===== config.mk =====
export PLATFORM = sky130hd
export DESIGN_NAME = suitability_hysteresis_debounce_top
export DESIGN_NICKNAME = d
export VERILOG_FILES = /design/src/design/shd_pkg.sv /design/src/design/shd_divider.sv /design/src/design/shd_front.sv /design/src/design/shd_queue.sv /design/src/design/shd_back.sv /design/src/design/suitability_hysteresis_debounce_top.sv
export SDC_FILE = /design/constraint.sdc
export NUM_CORES = 2
export LEC_CHECK = 0
export BUFFER_PORTS_ARGS = -buffer_cell sky130_fd_sc_hd__buf_4
export CELL_PAD_IN_SITES_DETAIL_PLACEMENT = 0
export CELL_PAD_IN_SITES_GLOBAL_PLACEMENT = 1
export CORE_MARGIN = 1.5
export CORE_UTILIZATION = 40
export DETAILED_ROUTE_END_ITERATION = 6
export HOLD_SLACK_MARGIN = 0.12
export PLACE_DENSITY_LB_ADDON = 0.05
export SYNTH_ARGS = -nofsm -noshare
export SYNTH_HDL_FRONTEND = slang
export SYNTH_SLANG_ARGS = --single-unit

===== constraint.sdc =====
create_clock -name clk -period 11.33 [get_ports clk]
set_clock_uncertainty 0.05 [all_clocks]
set_input_delay 1.133 -clock clk [delete_from_list [all_inputs] [get_ports clk]]
set_output_delay 1.133 -clock clk [all_outputs]
set_load 0.02 [all_outputs]

===== src/design/shd_pkg.sv =====
// ----------------------------------------------------------------------------
// shd_pkg
// shared types, constants and register indexes for the suitability block
// ----------------------------------------------------------------------------
package shd_pkg;

  localparam int unsigned ONE_Q16 = 65536;
  localparam int unsigned ANGLE_MAX = 23040;
  localparam int unsigned MOIST_TOL_DEFAULT = 13107;

  typedef enum logic [2:0] {
    REG_SLOPE_FULL = 3'd0,
    REG_SLOPE_ZERO = 3'd1,
    REG_MOIST_LOW  = 3'd2,
    REG_MOIST_HIGH = 3'd3,
    REG_ACTIVE     = 3'd4,
    REG_OVERUSE    = 3'd5,
    REG_BAND       = 3'd6,
    REG_HOLD       = 3'd7
  } reg_idx_t;

  localparam logic [1:0] ST_UNUSED     = 2'd0;
  localparam logic [1:0] ST_ACTIVE     = 2'd1;
  localparam logic [1:0] ST_OVERUSED   = 2'd2;
  localparam logic [1:0] ST_RECOVERING = 2'd3;

  typedef struct packed {
    logic [14:0] slope_full_limit;
    logic [14:0] slope_zero_limit;
    logic [16:0] moisture_low_edge;
    logic [16:0] moisture_high_edge;
    logic [16:0] active_level;
    logic [16:0] overuse_level;
    logic [16:0] band_width;
    logic [30:0] hold_time;
  } cfg_t;

  // word passed from the front to the back through the queue
  typedef struct packed {
    logic [16:0] suit;
    logic [30:0] time_q;
  } mid_t;

endpackage


===== src/design/shd_divider.sv =====
// ----------------------------------------------------------------------------
// shd_divider
// restoring divider, one quotient bit per cycle, 17-bit quotient
// ----------------------------------------------------------------------------
module shd_divider (
  input  logic        clk,
  input  logic        rst,
  input  logic        start,
  input  logic [32:0] dividend,
  input  logic [16:0] divisor,
  output logic        busy,
  output logic        done,
  output logic [16:0] quotient
);
  logic [4:0]  count;
  logic [16:0] rem;
  logic [16:0] low_bits;
  logic [16:0] quo;
  logic [16:0] dsr;
  logic [17:0] shifted;
  logic [18:0] trial;

  assign shifted  = {rem, low_bits[16]};
  assign trial    = {1'b0, shifted} - {2'b0, dsr};
  assign quotient = quo;

  always_ff @(posedge clk) begin
    if (rst) begin
      busy  <= 1'b0;
      done  <= 1'b0;
      count <= '0;
    end else begin
      done <= 1'b0;
      if (start) begin
        busy  <= 1'b1;
        count <= 5'd17;
      end else if (busy) begin
        count <= count - 5'd1;
        if (count == 5'd1) begin
          busy <= 1'b0;
          done <= 1'b1;
        end
      end
    end
  end

  // partial remainder plus the low dividend bits still to bring down
  // dividend < divisor * 2^17 always here
  always_ff @(posedge clk) begin
    if (start) begin
      rem      <= {1'b0, dividend[32:17]};
      low_bits <= dividend[16:0];
      quo      <= 17'd0;
      dsr      <= divisor;
    end else if (busy) begin
      low_bits <= {low_bits[15:0], 1'b0};
      if (!trial[18]) begin
        rem <= trial[16:0];
        quo <= {quo[15:0], 1'b1};
      end else begin
        rem <= shifted[16:0];
        quo <= {quo[15:0], 1'b0};
      end
    end
  end
endmodule


===== src/design/shd_front.sv =====
// ----------------------------------------------------------------------------
// shd_front
// clamps a sample and computes suitability, serial divider for the slope ramp
// ----------------------------------------------------------------------------
module shd_front #(
  parameter int unsigned MOISTURE_TOLERANCE = shd_pkg::MOIST_TOL_DEFAULT
) (
  input  logic                clk,
  input  logic                rst,
  input  shd_pkg::cfg_t       cfg,
  input  logic                in_valid,
  output logic                in_stall,
  input  logic signed [15:0]  slope_angle,
  input  logic signed [17:0]  moisture_level,
  input  logic signed [31:0]  elapsed_time,
  output logic                mid_valid,
  input  logic                mid_full,
  output shd_pkg::mid_t       mid_word
);
  import shd_pkg::*;

  // reciprocal of the tolerance, exact for numerators d * 2^16 with d < tolerance
  localparam int unsigned TOL_SHIFT = 2 * $clog2(MOISTURE_TOLERANCE);
  localparam logic [33:0] TOL_RECIP =
    34'(((64'd1 << (16 + TOL_SHIFT)) / 64'(MOISTURE_TOLERANCE)) + 64'd1);

  typedef enum logic [4:0] {
    F_IDLE  = 5'b00001,
    F_SDIV  = 5'b00010,
    F_MDIV  = 5'b00100,
    F_MUL   = 5'b01000,
    F_PUSH  = 5'b10000
  } fstate_t;

  fstate_t     st;
  logic [14:0] ang;
  logic [16:0] moist;
  logic [30:0] tq;
  logic [16:0] s_suit;
  logic [16:0] m_suit;
  logic [16:0] suit;
  logic        s_need;
  logic        m_need;
  logic [15:0] s_num;
  logic [16:0] s_den;
  logic [16:0] m_d;
  logic [16:0] tol;
  logic [49:0] m_prod;
  logic [16:0] m_q;
  logic        div_start;
  logic [32:0] div_dividend;
  logic [16:0] div_divisor;
  logic        div_busy;
  logic        div_done;
  logic [16:0] div_q;
  logic [14:0] ang_c;
  logic [16:0] moist_c;
  logic [33:0] prod;
  logic        in_acc;

  assign tol = 17'(MOISTURE_TOLERANCE);

  always_comb begin
    if (slope_angle < 16'sd0) ang_c = '0;
    else if (slope_angle > 16'sd23040) ang_c = 15'(ANGLE_MAX);
    else ang_c = slope_angle[14:0];
    if (moisture_level < 18'sd0) moist_c = '0;
    else if (moisture_level > 18'sd65536) moist_c = 17'(ONE_Q16);
    else moist_c = moisture_level[16:0];
  end

  // slope terms
  always_comb begin
    s_need = 1'b0;
    s_num  = {1'b0, ang - cfg.slope_full_limit};
    s_den  = {2'b0, cfg.slope_zero_limit - cfg.slope_full_limit};
    if (ang > cfg.slope_full_limit && ang < cfg.slope_zero_limit) s_need = 1'b1;
  end

  // moisture terms
  always_comb begin
    m_need = 1'b0;
    m_d    = '0;
    if (!(moist >= cfg.moisture_low_edge && moist <= cfg.moisture_high_edge)) begin
      m_d = moist < cfg.moisture_low_edge ? cfg.moisture_low_edge - moist
                                          : moist - cfg.moisture_high_edge;
      if (m_d < tol) m_need = 1'b1;
    end
  end

  assign m_prod = 50'(m_d[15:0]) * 50'(TOL_RECIP);
  assign m_q    = 17'(m_prod >> TOL_SHIFT);

  assign in_acc   = in_valid && !in_stall;
  assign in_stall = st != F_IDLE;
  assign prod     = 34'(s_suit) * 34'(m_suit);

  assign div_dividend = {1'b0, s_num, 16'd0};
  assign div_divisor  = s_den;
  assign div_start    = st == F_SDIV && !div_busy && !div_done && s_need;

  shd_divider u_div (
    .clk      (clk),
    .rst      (rst),
    .start    (div_start),
    .dividend (div_dividend),
    .divisor  (div_divisor),
    .busy     (div_busy),
    .done     (div_done),
    .quotient (div_q)
  );

  assign mid_valid = st == F_PUSH;
  assign mid_word  = '{suit: suit, time_q: tq};

  always_ff @(posedge clk) begin
    if (rst) begin
      st <= F_IDLE;
    end else begin
      unique case (st)
        F_IDLE: if (in_acc) st <= F_SDIV;
        F_SDIV: if (!s_need || div_done) st <= F_MDIV;
        F_MDIV: st <= F_MUL;
        F_MUL:  st <= F_PUSH;
        F_PUSH: if (!mid_full) st <= F_IDLE;
        default: st <= F_IDLE;
      endcase
    end
  end

  always_ff @(posedge clk) begin
    if (in_acc) begin
      ang   <= ang_c;
      moist <= moist_c;
      tq    <= elapsed_time[31] ? 31'd0 : elapsed_time[30:0];
    end
    if (st == F_SDIV) begin
      if (!s_need) s_suit <= ang <= cfg.slope_full_limit ? 17'(ONE_Q16) : 17'd0;
      else if (div_done) s_suit <= 17'(ONE_Q16) - div_q;
    end
    if (st == F_MDIV) begin
      if (!m_need) begin
        m_suit <= (moist >= cfg.moisture_low_edge && moist <= cfg.moisture_high_edge)
                  ? 17'(ONE_Q16) : 17'd0;
      end else begin
        m_suit <= 17'(ONE_Q16) - m_q;
      end
    end
    if (st == F_MUL) suit <= prod[32:16];
  end
endmodule


===== src/design/shd_queue.sv =====
// ----------------------------------------------------------------------------
// shd_queue
// two-entry queue between front and back
// ----------------------------------------------------------------------------
module shd_queue (
  input  logic          clk,
  input  logic          rst,
  input  logic          push,
  input  shd_pkg::mid_t push_word,
  output logic          full,
  input  logic          pop,
  output logic          not_empty,
  output shd_pkg::mid_t pop_word
);
  import shd_pkg::*;

  mid_t       mem [2];
  logic       wp;
  logic       rp;
  logic [1:0] cnt;

  assign full      = cnt == 2'd2;
  assign not_empty = cnt != 2'd0;
  assign pop_word  = mem[rp];

  always_ff @(posedge clk) begin
    if (rst) begin
      wp  <= 1'b0;
      rp  <= 1'b0;
      cnt <= '0;
    end else begin
      if (push && !full) wp <= ~wp;
      if (pop && not_empty) rp <= ~rp;
      cnt <= cnt + 2'(push && !full) - 2'(pop && not_empty);
    end
  end

  always_ff @(posedge clk) begin
    if (push && !full) mem[wp] <= push_word;
  end
endmodule


===== src/design/shd_back.sv =====
// ----------------------------------------------------------------------------
// shd_back
// hysteresis pick, debounce and output register
// ----------------------------------------------------------------------------
module shd_back (
  input  logic          clk,
  input  logic          rst,
  input  shd_pkg::cfg_t cfg,
  input  logic          q_valid,
  output logic          q_pop,
  input  shd_pkg::mid_t q_word,
  output logic          out_valid,
  input  logic          out_stall,
  output logic [16:0]   pressure_ratio,
  output logic [16:0]   suitability_ratio,
  output logic [1:0]    region_state
);
  import shd_pkg::*;

  logic [1:0]  committed;
  logic [1:0]  pending;
  logic [30:0] duration;
  logic [1:0]  cand;
  logic [16:0] pres;
  logic [18:0] p2;
  logic [18:0] act_in;
  logic [18:0] act_out;
  logic [18:0] ovr_in;
  logic [18:0] ovr_out;
  logic        act_out_ok;
  logic        ovr_out_ok;
  logic        le_act;
  logic        le_ovr;
  logic        lt_ovr;
  logic [31:0] dsum;
  logic [30:0] dsat;
  logic [30:0] dbase;
  logic [1:0]  committed_next;
  logic [1:0]  pending_next;
  logic [30:0] duration_next;

  assign pres    = 17'(ONE_Q16) - q_word.suit;
  assign p2      = {1'b0, pres, 1'b0};
  assign act_in  = {1'b0, cfg.active_level, 1'b0} + {2'b0, cfg.band_width};
  assign ovr_in  = {1'b0, cfg.overuse_level, 1'b0} + {2'b0, cfg.band_width};
  assign act_out = {1'b0, cfg.active_level, 1'b0} - {2'b0, cfg.band_width};
  assign ovr_out = {1'b0, cfg.overuse_level, 1'b0} - {2'b0, cfg.band_width};
  assign act_out_ok = {1'b0, cfg.active_level, 1'b0} >= {2'b0, cfg.band_width};
  assign ovr_out_ok = {1'b0, cfg.overuse_level, 1'b0} >= {2'b0, cfg.band_width};
  assign le_act = act_out_ok && p2 <= act_out;
  assign le_ovr = ovr_out_ok && p2 <= ovr_out;
  assign lt_ovr = ovr_out_ok && p2 < ovr_out;

  always_comb begin
    unique case (committed)
      ST_UNUSED:   cand = p2 >= act_in ? ST_ACTIVE : ST_UNUSED;
      ST_ACTIVE:   cand = p2 >= ovr_in ? ST_OVERUSED : (le_act ? ST_UNUSED : ST_ACTIVE);
      ST_OVERUSED: cand = le_ovr ? ST_RECOVERING : ST_OVERUSED;
      default: begin
        if (p2 >= ovr_in) cand = ST_OVERUSED;
        else if (le_act) cand = ST_UNUSED;
        else cand = lt_ovr ? ST_ACTIVE : ST_RECOVERING;
      end
    endcase
  end

  assign dbase = cand != pending ? 31'd0 : duration;
  assign dsum  = {1'b0, dbase} + {1'b0, q_word.time_q};
  assign dsat  = dsum[31] ? 31'h7FFF_FFFF : dsum[30:0];

  always_comb begin
    committed_next = committed;
    pending_next   = committed;
    duration_next  = '0;
    if (cand != committed) begin
      if (dsat >= cfg.hold_time) begin
        committed_next = cand;
        pending_next   = cand;
      end else begin
        pending_next  = cand;
        duration_next = dsat;
      end
    end
  end

  assign q_pop = q_valid && (!out_valid || !out_stall);

  always_ff @(posedge clk) begin
    if (rst) begin
      committed <= ST_UNUSED;
      pending   <= ST_UNUSED;
      duration  <= '0;
      out_valid <= 1'b0;
    end else begin
      if (q_pop) begin
        committed <= committed_next;
        pending   <= pending_next;
        duration  <= duration_next;
        out_valid <= 1'b1;
      end else if (!out_stall) begin
        out_valid <= 1'b0;
      end
    end
  end

  always_ff @(posedge clk) begin
    if (q_pop) begin
      pressure_ratio    <= pres;
      suitability_ratio <= q_word.suit;
      region_state      <= committed_next;
    end
  end
endmodule


===== src/design/suitability_hysteresis_debounce_top.sv =====
// ----------------------------------------------------------------------------
// suitability_hysteresis_debounce_top
// slope and moisture suitability, pressure, debounced four-state hysteresis
// ----------------------------------------------------------------------------
//  channel | signals                      | word
//  in      | in_valid / in_stall          | slope_angle, moisture_level, elapsed_time
//  out     | out_valid / out_stall        | pressure_ratio, suitability_ratio, region_state
//  cfg     | cfg_valid / cfg_ready        | cfg_index, cfg_data
//
// a word goes through F_SDIV, F_MDIV, F_MUL and F_PUSH in the front; the
// 17-step divider runs only on the slope ramp, moisture falloff is a reciprocal multiply
// the back takes one word a cycle from a two-entry queue while its output is not stalled
// reset is synchronous and returns config and control registers to their defaults
// out_stall backs up the queue, then the front holds in_stall
// ----------------------------------------------------------------------------
module suitability_hysteresis_debounce_top #(
  parameter int unsigned MOISTURE_TOLERANCE = shd_pkg::MOIST_TOL_DEFAULT
) (
  input  logic               clk,
  input  logic               rst,
  input  logic               in_valid,
  output logic               in_stall,
  input  logic signed [15:0] slope_angle,
  input  logic signed [17:0] moisture_level,
  input  logic signed [31:0] elapsed_time,
  output logic               out_valid,
  input  logic               out_stall,
  output logic [16:0]        pressure_ratio,
  output logic [16:0]        suitability_ratio,
  output logic [1:0]         region_state,
  input  logic               cfg_valid,
  output logic               cfg_ready,
  input  logic [2:0]         cfg_index,
  input  logic [31:0]        cfg_data
);
  import shd_pkg::*;

  cfg_t cfg;
  logic mid_valid;
  logic mid_full;
  mid_t mid_word;
  logic q_pop;
  logic q_valid;
  mid_t q_word;

  assign cfg_ready = 1'b1;

  always_ff @(posedge clk) begin
    if (rst) begin
      cfg.slope_full_limit   <= 15'd7680;
      cfg.slope_zero_limit   <= 15'd15360;
      cfg.moisture_low_edge  <= 17'd19661;
      cfg.moisture_high_edge <= 17'd45875;
      cfg.active_level       <= 17'd26214;
      cfg.overuse_level      <= 17'd45875;
      cfg.band_width         <= 17'd6554;
      cfg.hold_time          <= 31'd256;
    end else if (cfg_valid) begin
      unique case (reg_idx_t'(cfg_index))
        REG_SLOPE_FULL: cfg.slope_full_limit   <= cfg_data[14:0];
        REG_SLOPE_ZERO: cfg.slope_zero_limit   <= cfg_data[14:0];
        REG_MOIST_LOW:  cfg.moisture_low_edge  <= cfg_data[16:0];
        REG_MOIST_HIGH: cfg.moisture_high_edge <= cfg_data[16:0];
        REG_ACTIVE:     cfg.active_level       <= cfg_data[16:0];
        REG_OVERUSE:    cfg.overuse_level      <= cfg_data[16:0];
        REG_BAND:       cfg.band_width         <= cfg_data[16:0];
        REG_HOLD:       cfg.hold_time          <= cfg_data[30:0];
        default: ;
      endcase
    end
  end

  shd_front #(.MOISTURE_TOLERANCE(MOISTURE_TOLERANCE)) u_front (
    .clk            (clk),
    .rst            (rst),
    .cfg            (cfg),
    .in_valid       (in_valid),
    .in_stall       (in_stall),
    .slope_angle    (slope_angle),
    .moisture_level (moisture_level),
    .elapsed_time   (elapsed_time),
    .mid_valid      (mid_valid),
    .mid_full       (mid_full),
    .mid_word       (mid_word)
  );

  shd_queue u_queue (
    .clk       (clk),
    .rst       (rst),
    .push      (mid_valid),
    .push_word (mid_word),
    .full      (mid_full),
    .pop       (q_pop),
    .not_empty (q_valid),
    .pop_word  (q_word)
  );

  shd_back u_back (
    .clk               (clk),
    .rst               (rst),
    .cfg               (cfg),
    .q_valid           (q_valid),
    .q_pop             (q_pop),
    .q_word            (q_word),
    .out_valid         (out_valid),
    .out_stall         (out_stall),
    .pressure_ratio    (pressure_ratio),
    .suitability_ratio (suitability_ratio),
    .region_state      (region_state)
  );
endmodule

==> impl_summary.md <==
Placement
The count of buffers added on input and output ports is 142. The placed instances occupy a cell area of 43,600 sq um. The HPWL after detailed placement is 88.4 mm. The placer's final routability congestion estimate is 0.897.

The worst slack at placement is around 0.0021 ns.

Layout
The net count of the finished layout is 5,432. The area added between synthesis and finish is 12.2%. The top cell types in the final layout, fill and taps aside, are sky130_fd_sc_hd__nand2_1 (629), sky130_fd_sc_hd__inv_1 (537), sky130_fd_sc_hd__ha_1 (470). The multi-input combinational cells in the finished layout cover a total of 25,600 sq um. The sequential cells in the finished layout cover a total of 12,600 sq um.

Once layout is done, the placed cells without fillers occupy ~46,000 sq um. Of the cells placed in the final design, the portion with a size suffix greater than 1 is 0.0966. The final cell utilization of the core is 0.455. Leaving out fill and tap cells, the most frequent cell in the layout is sky130_fd_sc_hd__nand2_1. The filler cell count in the final layout is 9,855.

Timing
The final critical-path required period is 10.72 ns. The max-slew violation count is 0. The worst path meets setup with 0.615 ns of slack. The worst pin sits at a relative slew slack of 0.231. The maximum operating frequency is 93.3 MHz. In the finished design, the share of the clock period the worst path needs comes to 0.946.

Setup violations remaining at the end of the flow were counted as 0. For the pin with the worst max-slew slack, the measured transition is between 1 and 1.5 ns. The tightest hold margin is 0.389 ns. The final count of hold timing violations is 0.

Logic synthesis
The post-synthesis adder-cell area fraction is 0.260. After synthesis the netlist holds a flip-flop and latch count of 494. The net count of the mapped netlist is ~5,300. The fraction of the mapped netlist area in compound gates was 0.138. The synthesized area per cell is approximately 9.1 sq um. The main flop type after synthesis is sky130_fd_sc_hd__edfxtp_1. The yosys synthesis warning count is 0. By area, the combinational part of the netlist is dominated by adder cells. The netlist uses 102 different library cells. The simple-gate portion of the synthesized area is 0.167. After synthesis the cells add up to 40,800 sq um. After synthesis, the share of cell area in mux cells is 0.0147. After synthesis, the share of flip-flops with an asynchronous set or reset is 0. The synthesized design contains 275 enable-type register cells. The fraction of the yosys area taken by sequential cells is 0.310. The synthesized instance count is roughly 4,500. The share of the synthesized netlist area taken by xor and xnor gates is 0.0433.

Power
Across the VDD grid, the largest voltage drop is 111 uV. Of the total power, the clock network draws 0.298. For this design the ratio of total power to cell area is roughly 140 nW/um^2. The internal portion of the total power is 4200 uW. The total power consumption of the routed design is around 6600 uW. Of the total power, registers draw 0.330. Of the total power, combinational logic draws 0.372. The analysis attributes to net switching a power of 2400 uW. The leakage power is 0.0201 uW. The switching share of power is 0.363.

Floorplanning
The height of the chip is ~320 um. From left edge to right edge, the die measures 322 um. The full die area is between 100,000 and 150,000 sq um. The initialized floorplan defines between 100 and 150 standard-cell rows.

The number of top-level pins is 145. The core region is 101,000 sq um. The starting density of the core is 0.406.

Critical path
The most numerous cell type found on the critical path is sky130_fd_sc_hd__a21oi_1. In this run the worst path has a maximum fanout of 7. The peak per-stage delay on the critical path is about 0.53 ns. The worst setup path is captured at a flip-flop. The arrival time reported for the critical path endpoint is 11.25 ns. The worst reg-to-reg path cell count is 55. The data required time at the worst endpoint is roughly 12 ns. The worst setup path is launched from a flip-flop. The critical path in this run is classified as flip-flop to flip-flop. The cell with the biggest individual delay on the critical path is sky130_fd_sc_hd__or4_1.

Clock tree
Clock tree synthesis selected as its root buffer the cell sky130_fd_sc_hd__clkbuf_16. The H-tree was split into 2 levels. The clock reaches the later pin of the worst-skew pair after 0.67 ns. Counting every sink on the clock net gives roughly 490. The number of buffers added by the clock tree synthesis step is 59. Clock-pin slew was measured on the worst setup and hold paths at 0.06 ns.

TritonCTS built the clock tree. The number of hold buffers added after cts is 0. No sink is reached through more buffers than the 3 on the longest clock path.

Route
Dividing the detail-routed wire length by the instance count gives 19.3 um. The pre-antenna-repair detailed-routing pass consisted of 7 iterations. The count of nets left with antenna violations once routing finished came out at 0. The routed wire length is 116 mm. Using the TritonRoute via totals, the vias-per-cell ratio works out to 5.17. Across all layers, the routed design uses about 31,000 vias. The number of DRC violations after detailed routing is 0.

The number of violations reported at the end of detailed-routing iteration 0 is 1,731.

Global route
The first-pass GRT wire length is around 180 mm. In the global route stage, overall resource usage came out at 0.224. The via count of the first global-routing pass is between 30,000 and 40,000. Entering global routing, the biggest net connects 57 pins.

Summed over all layers, the global routing overflow is 0. The initial antenna violation count was 4.

Status
The flow ran to the end, and the final reports show no timing, DRC or antenna violations.

Hold path
The tightest min-delay check is of the flip-flop to flip-flop type. The worst hold path passes through 0 cells.

Run
Max-cap violations in this run came to 0.
cell families after synthesis:
group | count (synthesis)
fa+ha+maj | 707
xor+xnor | 200
simple gates | 1447
flops | 494
mux | 55
compound gates | 883
other cells | 1
buf+inv | 713
state kept, by name (all words and copies together), names as in the netlist, 5 cells and up, named ones only:
| register | count |
|---|---|
| u_front.u_div.quotient | 17 |
| u_front.tq | 31 |
| u_front.s_suit | 17 |
| u_front.u_div.rem | 17 |
| u_front.st | 5 |
| u_back.duration | 31 |
| u_back.pressure_ratio | 16 |
| cfg | 146 |
| u_front.moist | 17 |
| u_front.u_div.count | 5 |
| u_front.ang | 15 |
| u_front.suit | 17 |
| u_back.suitability_ratio | 17 |
| u_front.m_suit | 17 |
| u_queue.mem | 96 |
| u_front.u_div.dsr | 15 |
worst max-delay path: cells and delay by family, from the launching register on:
family | cells | cell delay [ns]
buffers and inverters | 3 | 0.37
DFF | 1 | 0.35
xor gates and xnor gates | 1 | 0.15
and+or+nand+nor | 10 | 1.93
adders and majority gates | 5 | 1.35
AOI/OAI and AO/OA | 36 | 6.38
synthesized netlist by cell type, drive strengths merged (16+ instances only):
cell type / count / area [sq um]
xnor2: 129 / 1140
nand4: 40 / 250
or3: 18 / 114
xor2: 71 / 622
ha: 470 / 5880
a21boi: 18 / 135
mux2: 39 / 439
mux2i: 16 / 160
a21o: 93 / 699
nand2b: 43 / 269
a22oi: 30 / 230
a211oi: 37 / 288
o211ai: 37 / 278
and3: 22 / 138
edfxtp: 275 / 8260
and2: 163 / 1020
nor2b: 76 / 475
nand2: 629 / 2360
nand3: 81 / 405
o21a: 33 / 248
nor2: 257 / 967
a21oi: 314 / 1580
o21bai: 35 / 263
a31oi: 17 / 106
fa: 237 / 4740
clkbuf: 164 / 634
dfxtp: 219 / 4380
inv: 540 / 2030
o21ai: 165 / 830
nor3: 52 / 265
nor4: 17 / 128
cell type report:
type                            count  area share
Antenna cell                        1   0.0000547
Timing Repair Buffer              230      0.0389
Tap cell                         1357      0.0371
Inverter                          541      0.0444
Clock inverter                     32     0.00724
Sequential cell                   494       0.276
Clock buffer                       78      0.0366
Multi-Input combinational cell   3293       0.559
layer usage:
layer	part of all wire	up-vias	global-route usage
met5	0	-	0
met4	0.022	0	0.0573
met3	0.038	131	0.0259
met2	0.47	562	0.377
met1	0.47	14978	0.306
li1	-	15470	-
repair_timing:
action	CTS	global route
endpoints found under the setup margin	1	35
gates resized for setup	1	37
buffers inserted	0	3
cloned	0	3
pin swaps	0	12
power groups by stage:
stage	Sequential [uW]	Clock [uW]	Combinational [uW]
after global placement	2220	0	2420
after floorplan	2240	0	1620
after detailed placement	2220	0	2420
final	2180	1960	2450
after CTS	2180	2030	2430
after global routing	2190	2090	2760
worst paths after layout:
kind,to,slack [ns],startpoint
worst max-delay path,u_back.duration[0],0.61,cfg[32]
worst min-delay path,u_queue.mem[1][43],0.39,u_front.suit[12]
worst max register to register,u_back.duration[0],0.61,cfg[32]
worst min register to register,u_queue.mem[1][43],0.39,u_front.suit[12]
metrics by stage:
stage               instances  setup TNS, ns
global route             6025         -0.201
CTS                      6019              0
finish                   6026              0
floorplan                4500              0
global placement         5909              0
detailed placement       5909              0
(Power assumes the default switching activity.)
